File: src/sv/fls_pkg.sv
// shared constants, codes and types of the free list slot allocator
package fls_pkg;

  localparam int unsigned SLOTS = 256;
  localparam int unsigned SlotW = $clog2(SLOTS);
  localparam int unsigned CntW  = SlotW + 1;

  typedef enum logic {
    OP_ALLOC   = 1'b0,
    OP_RELEASE = 1'b1
  } op_e;

  typedef enum logic [1:0] {
    ST_OK     = 2'd0,
    ST_FULL   = 2'd1,
    ST_BAD_ID = 2'd2
  } status_e;

  typedef struct packed {
    logic             en;
    logic [SlotW-1:0] addr;
    logic [SlotW-1:0] data;
  } push_t;

endpackage

File: src/sv/fls_if.sv
// request and response channel interfaces of the free list slot allocator
interface fls_req_if;
  logic          valid;
  logic          ready;
  fls_pkg::op_e  operation;
  logic [7:0]    slot_index;

  modport source (output valid, output operation, output slot_index, input ready);
  modport sink   (input valid, input operation, input slot_index, output ready);
endinterface

interface fls_rsp_if;
  logic              valid;
  logic              ready;
  logic [7:0]        granted_slot;
  fls_pkg::status_e  status;
  logic [8:0]        used_slots;
  logic [8:0]        high_water;

  modport source (output valid, output granted_slot, output status, output used_slots,
                  output high_water, input ready);
  modport sink   (input valid, input granted_slot, input status, input used_slots,
                  input high_water, output ready);
endinterface

File: src/sv/free_list_slot_allocator.sv
// free list slot allocator: one request word in, one response word out per request
// the response passes through the input register and then the result register
// throughput: one request per cycle, back to back, when the response side keeps ready high
// the next free id is prefetched from the stack memory by a registered read with write forwarding
// reset: all slots free, stack holds ids in order, used and high-water counts zero
module free_list_slot_allocator (
  input  logic      clk_i,
  input  logic      rst_ni,
  fls_req_if.sink   req_i,
  fls_rsp_if.source rsp_o
);
  import fls_pkg::*;

  localparam logic [CntW-1:0] SlotsCnt = CntW'(SLOTS);

  // input register
  logic             in_valid_q;
  op_e              op_q;
  logic [7:0]       idx_q;

  // state
  logic [CntW-1:0]  used_q, used_d;
  logic [CntW-1:0]  peak_q, peak_d;
  logic [SLOTS-1:0] active_q, active_d;

  // result register
  logic             out_valid_q, out_valid_d;
  logic [7:0]       granted_q, granted_d;
  status_e          status_q, status_d;

  logic             fire;
  logic             in_range;
  logic [SlotW-1:0] top;
  push_t            push;

  assign fire        = in_valid_q && (!out_valid_q || rsp_o.ready);
  assign req_i.ready = !in_valid_q || fire;
  assign in_range    = {1'b0, idx_q} < SlotsCnt;

  fls_stack u_stack (
    .clk_i     (clk_i),
    .rst_ni    (rst_ni),
    .push_i    (push),
    .rd_addr_i (used_d[SlotW-1:0]),
    .top_o     (top)
  );

  always_comb begin
    used_d    = used_q;
    peak_d    = peak_q;
    active_d  = active_q;
    granted_d = granted_q;
    status_d  = status_q;
    push.en   = 1'b0;
    push.addr = used_q[SlotW-1:0] - SlotW'(1);
    push.data = idx_q[SlotW-1:0];
    if (fire) begin
      granted_d = '0;
      case (op_q)
        OP_ALLOC: begin
          if (used_q == SlotsCnt) begin
            status_d = ST_FULL;
          end else begin
            status_d       = ST_OK;
            granted_d      = 8'(top);
            active_d[top]  = 1'b1;
            used_d         = used_q + CntW'(1);
            if (used_d > peak_q) begin
              peak_d = peak_q + CntW'(1);
            end
          end
        end
        OP_RELEASE: begin
          if (!in_range || !active_q[idx_q[SlotW-1:0]] || used_q == '0) begin
            status_d = ST_BAD_ID;
          end else begin
            status_d                     = ST_OK;
            active_d[idx_q[SlotW-1:0]]   = 1'b0;
            used_d                       = used_q - CntW'(1);
            push.en                      = 1'b1;
          end
        end
        default: begin
          status_d = ST_BAD_ID;
        end
      endcase
    end
  end

  always_comb begin
    if (fire) begin
      out_valid_d = 1'b1;
    end else if (rsp_o.ready) begin
      out_valid_d = 1'b0;
    end else begin
      out_valid_d = out_valid_q;
    end
  end

  always_ff @(posedge clk_i) begin
    if (req_i.ready) begin
      op_q  <= req_i.operation;
      idx_q <= req_i.slot_index;
    end
    granted_q <= granted_d;
    status_q  <= status_d;
  end

  always_ff @(posedge clk_i or negedge rst_ni) begin
    if (!rst_ni) begin
      in_valid_q  <= 1'b0;
      out_valid_q <= 1'b0;
      used_q      <= '0;
      peak_q      <= '0;
      active_q    <= '0;
    end else begin
      if (req_i.ready) begin
        in_valid_q <= req_i.valid;
      end
      out_valid_q <= out_valid_d;
      used_q      <= used_d;
      peak_q      <= peak_d;
      active_q    <= active_d;
    end
  end

  // counts are registered state and hold between responses
  assign rsp_o.valid        = out_valid_q;
  assign rsp_o.granted_slot = granted_q;
  assign rsp_o.status       = status_q;
  assign rsp_o.used_slots   = 9'(used_q);
  assign rsp_o.high_water   = 9'(peak_q);

endmodule

File: src/sv/fls_stack.sv
// free id stack: memory plus written-entry flags, registered top-of-stack read
module fls_stack (
  input  logic                     clk_i,
  input  logic                     rst_ni,
  input  fls_pkg::push_t           push_i,
  input  logic [fls_pkg::SlotW-1:0] rd_addr_i,
  output logic [fls_pkg::SlotW-1:0] top_o
);
  import fls_pkg::*;

  logic [SlotW-1:0] mem [SLOTS];
  logic [SLOTS-1:0] written_q;
  logic [SlotW-1:0] mem_rd_q;
  logic [SlotW-1:0] rd_addr_q;
  logic             written_rd_q;
  logic             fwd_q;
  logic [SlotW-1:0] fwd_data_q;

  always_ff @(posedge clk_i) begin
    if (push_i.en) begin
      mem[push_i.addr] <= push_i.data;
    end
    mem_rd_q   <= mem[rd_addr_i];
    fwd_data_q <= push_i.data;
  end

  always_ff @(posedge clk_i or negedge rst_ni) begin
    if (!rst_ni) begin
      written_q    <= '0;
      rd_addr_q    <= '0;
      written_rd_q <= 1'b0;
      fwd_q        <= 1'b0;
    end else begin
      if (push_i.en) begin
        written_q[push_i.addr] <= 1'b1;
      end
      rd_addr_q    <= rd_addr_i;
      written_rd_q <= written_q[rd_addr_i];
      fwd_q        <= push_i.en && (push_i.addr == rd_addr_i);
    end
  end

  // an entry never pushed still holds its reset id, which equals its position
  always_comb begin
    if (fwd_q) begin
      top_o = fwd_data_q;
    end else if (written_rd_q) begin
      top_o = mem_rd_q;
    end else begin
      top_o = rd_addr_q;
    end
  end

endmodule

File: src/flat_wrapper.sv
// flat-port wrapper written by rule: the top's interface ports become plain ports
module free_list_slot_allocator_flat import fls_pkg::*;
  (clk_i, rst_ni, req_i_valid, req_i_operation, req_i_slot_index, req_i_ready, rsp_o_valid, rsp_o_granted_slot, rsp_o_status, rsp_o_used_slots, rsp_o_high_water, rsp_o_ready);
  fls_req_if req_i_i ();
  fls_rsp_if rsp_o_i ();
  input  logic clk_i;
  input  logic rst_ni;
  input wire logic [$bits(req_i_i.valid)-1:0] req_i_valid;
  input wire logic [$bits(req_i_i.operation)-1:0] req_i_operation;
  input wire logic [$bits(req_i_i.slot_index)-1:0] req_i_slot_index;
  output wire logic [$bits(req_i_i.ready)-1:0] req_i_ready;
  output wire logic [$bits(rsp_o_i.valid)-1:0] rsp_o_valid;
  output wire logic [$bits(rsp_o_i.granted_slot)-1:0] rsp_o_granted_slot;
  output wire logic [$bits(rsp_o_i.status)-1:0] rsp_o_status;
  output wire logic [$bits(rsp_o_i.used_slots)-1:0] rsp_o_used_slots;
  output wire logic [$bits(rsp_o_i.high_water)-1:0] rsp_o_high_water;
  input wire logic [$bits(rsp_o_i.ready)-1:0] rsp_o_ready;
  assign req_i_i.valid = req_i_valid;
  assign req_i_i.operation = req_i_operation;
  assign req_i_i.slot_index = req_i_slot_index;
  assign req_i_ready = req_i_i.ready;
  assign rsp_o_valid = rsp_o_i.valid;
  assign rsp_o_granted_slot = rsp_o_i.granted_slot;
  assign rsp_o_status = rsp_o_i.status;
  assign rsp_o_used_slots = rsp_o_i.used_slots;
  assign rsp_o_high_water = rsp_o_i.high_water;
  assign rsp_o_i.ready = rsp_o_ready;
  free_list_slot_allocator u_core (.clk_i(clk_i), .rst_ni(rst_ni), .req_i(req_i_i), .rsp_o(rsp_o_i));
endmodule
File: config.mk
export PLATFORM = sky130hd
export DESIGN_NAME = free_list_slot_allocator_flat
export DESIGN_NICKNAME = d
export VERILOG_FILES = /design/src/sv/fls_pkg.sv /design/src/sv/fls_if.sv /design/src/sv/free_list_slot_allocator.sv /design/src/sv/fls_stack.sv /design/src/flat_wrapper.sv
export SDC_FILE = /design/constraint.sdc
export NUM_CORES = 2
export LEC_CHECK = 0
export ABC_AREA = 1
export BUFFER_PORTS_ARGS = -buffer_cell sky130_fd_sc_hd__buf_4
export CORE_MARGIN = 5
export CORE_UTILIZATION = 30
export DETAILED_ROUTE_END_ITERATION = 7
export HOLD_SLACK_MARGIN = 0.12
export PLACE_DENSITY = 0.45
export SYNTH_ARGS = -nofsm -noshare
export SYNTH_HDL_FRONTEND = slang
export SYNTH_SLANG_ARGS = --single-unit
export TNS_END_PERCENT = 30
File: constraint.sdc
create_clock -name clk_i -period 6.15 [get_ports clk_i]
set_input_delay 0.615 -clock clk_i [delete_from_list [all_inputs] [get_ports clk_i]]
set_output_delay 0.615 -clock clk_i [all_outputs]
set_load 0.02 [all_outputs]
==> impl_metrics.tcl <==
set metrics [dict create \
    reg2reg_depth 27 \
    path_class "reg -> reg" \
    route.vias.total 86420 \
    critPathMaxFanout 53 \
    rrSetupSlack_ns 0.09 \
    cap_violations 0 \
    met1_usage 0.2757 \
    synthArstFlopShare 0.2041 \
    hold_slack_ns 0.2862 \
    min_period_over_period 0.9850 \
    fmax_mhz 165.1 \
    status "completed" \
    arrival_ns 6.93 \
    fp.dieW_um 637.3 \
    nNetsFinal 12220 \
    ys_ff_latch 2617 \
    yosysWarnings 0 \
    wl_per_cell_um 23.46 \
    crit_end "u_core.u_stack.mem_rd_q[4]" \
    ir_drop_uv 474.2 \
    start_util 0.3009 \
    row_count 230 \
    ys_seq_area_frac 0.6418 \
    end_kind "flop" \
    layout_common_cells "nand2_1 (3203), nand3_1 (2145), edfxtp_1 (2067), inv_1 (2003), dfrtp_1 (534)" \
    grt_pass1_vias 82830 \
    num_io_pins 43 \
    synth_compound_area_frac 0.04862 \
    cp-startpoint "u_core.idx_q[1]" \
    design.core.area_um2 392200 \
    synth_edf_count 2067 \
    place_area_um2 125300 \
    drive_gt1_frac 0.07262 \
    synth_top_family_by_area "simple AND/OR/NAND/NOR gates" \
    drc 0 \
    powerDensity_nw_per_um2 447.7 \
    grt.met3_usage 0.02271 \
    rsz0062_at_grt "false" \
    min_period_ns 6.058 \
    dp_slack_ns -0.06426 \
    report.final.slew_viol_count 0 \
    synth_fa_ha_area_frac 0.001590 \
    clk_latency_ns 0.93 \
    dr.pass1.iters 8 \
    grt_use_total 0.1977 \
    post-dp-hpwl_um 244700 \
    final_area_um2 135100 \
    r2r-end "u_core.u_stack.mem_rd_q[4]" \
    viasPerCell 4.890 \
    place.gp.congestion 0.8704 \
    min_path_type "in -> async" \
    cp_slowest_cell "buf_4" \
    area_growth_pct 14.43 \
    crit_path_frequent_cell "nand2_1" \
    cts_tree "built" \
    root_buffer "clkbuf_16" \
    synth_ff_type "edfxtp_1" \
    max_stage_delay_ns 0.68 \
    grt_pass1_wl_um 603100 \
    finalHoldViolations 0 \
    cts_max_path_buffers 4 \
    dieHeight_um 637.3 \
    io_buffers 42 \
    cts_sinks 2617 \
    finalSetupViolCount 0 \
    synth.avg_cell_area_um2 9.606 \
    required_ns 7.02 \
    reg2reg_from "u_core.idx_q[1]" \
    synth_nets 12320 \
    clkTransAtPathRegs_ns 0.06 \
    setup_slack_ns 0.09242 \
    finalClockSkew_ns 0.08296 \
    antenna_found_initial 20 \
    syn_area_um2 118000 \
    ant_nets 0 \
    startpoint_type "flop" \
    gr-usage-met2 0.3202 \
    utilization 0.3444 \
    worst_pin_slew_ns 1.208 \
    drtIter0Drc 8172 \
    fillerInstances 39950 \
    maxSlewHeadroom 0.1949 \
    tns_ns 0 \
    synth_xor_area_frac 0.001261 \
    drt_wl_total_um 414500 \
    cts_buffers 307 \
    ctsHtreeMaxLevel 5 \
    p_leak_nw 56.22 \
    grt_max_degree 165 \
    final_common_cell "nand2_1" \
    gr-total-overflow 0 \
    synthSimpleGateAreaFrac 0.2144 \
    synth_cell_types 43 \
    syn_inst 12290 \
    synth_mux_area_frac 0 \
    die_area_um2 406100 \
    grt_busiest_layer "met2" \
]
cell families after synthesis:
family,after synthesis
AO/OA/AOI/OAI,904
XOR/XNOR,17
adder cells (fa/ha/maj),15
buffers and inverters,2784
flip-flops,2617
AND/OR/NAND/NOR,5951
cells in the mapped netlist, drive strengths merged (66+ instances only):
library cell	instances	area share
nand2	3227	0.10
nand3	2157	0.092
edfxtp	2067	0.53
inv	2013	0.064
dfrtp	534	0.11
o21ai	501	0.021
nor2	436	0.014
buf	401	0.017
clkbuf	355	0.011
o31ai	112	0.0071
nor3	94	0.0040
a32oi	85	0.0063
o32ai	85	0.0063
o211ai	66	0.0042
flip-flops by register name (all words and copies together) (netlist names):
register	cells
u_core.rsp_o.valid	1
u_core.u_stack.written_q	256
u_core.idx_q	8
u_core.rsp_o.granted_slot	8
u_core.u_stack.written_rd_q	1
u_core.u_stack.mem_rd_q	8
u_core.u_stack.fwd_data_q	8
u_core.rsp_o.status	2
u_core.rsp_o.high_water	9
u_core.active_q	256
u_core.u_stack.mem	2048
u_core.rsp_o.used_slots	9
u_core.u_stack.fwd_q	1
u_core.op_q	1
u_core.in_valid_q	1
timing repair:
item,CTS,global route
setup buffers,0,0
hold buffers,12,0
hold endpoints to repair,64,0
endpoints found under the setup margin,1,8
gates resized for setup,1,10
through the flow:
stage	total power [mW]	cells
finish	60.47	17670
CTS	60.98	17660
global route	63.29	17670
detailed placement	43.06	17090
global placement	43.10	17090
floorplan	33.02	12290
layer usage:
layer,wire length [um],up-vias
li1,-,40270
met2,192300,2652
met5,0,-
met1,184000,42840
met3,22720,655
met4,15510,0
cell type report:
type	instances	area, um^2	area share
Inverter	2028	7641	0.05657
Antenna cell	17	42.54	0.0003150
Sequential cell	2617	75750	0.5608
Timing Repair Buffer	347	3522	0.02608
Multi-Input combinational cell	6887	31980	0.2368
Clock buffer	409	8312	0.06154
Tap cell	5220	6531	0.04835
Clock inverter	147	1285	0.009513
worst max-delay path, delay by kind of cell, from the launching register on:
family                 cells  cell delay, ns
AO/OA/AOI/OAI              1            0.06
flip-flops                 1            0.38
AND/OR/NAND/NOR           22            3.75
buffers and inverters      4            1.61
power breakdown:
group | internal [mW] | leakage, nW | switching, mW
Combinational | 5.60 | 27.3 | 16.6
Clock | 10.1 | 4.68 | 7.69
Sequential | 19.8 | 24.2 | 0.560
worst min path at each step:
stage | end | start | slack, ns
after floorplan | u_core.active_q[0] | rst_ni | 0.32
after global placement | u_core.u_stack.written_q[12] | u_core.u_stack.written_q[12] | 0.44
after detailed placement | u_core.u_stack.written_q[76] | u_core.u_stack.written_q[76] | 0.44
after CTS | u_core.active_q[101] | rst_ni | 0.24
after global routing | u_core.active_q[102] | rst_ni | 0.30
final | u_core.active_q[108] | rst_ni | 0.29
Power figures use the tool's default switching activity.
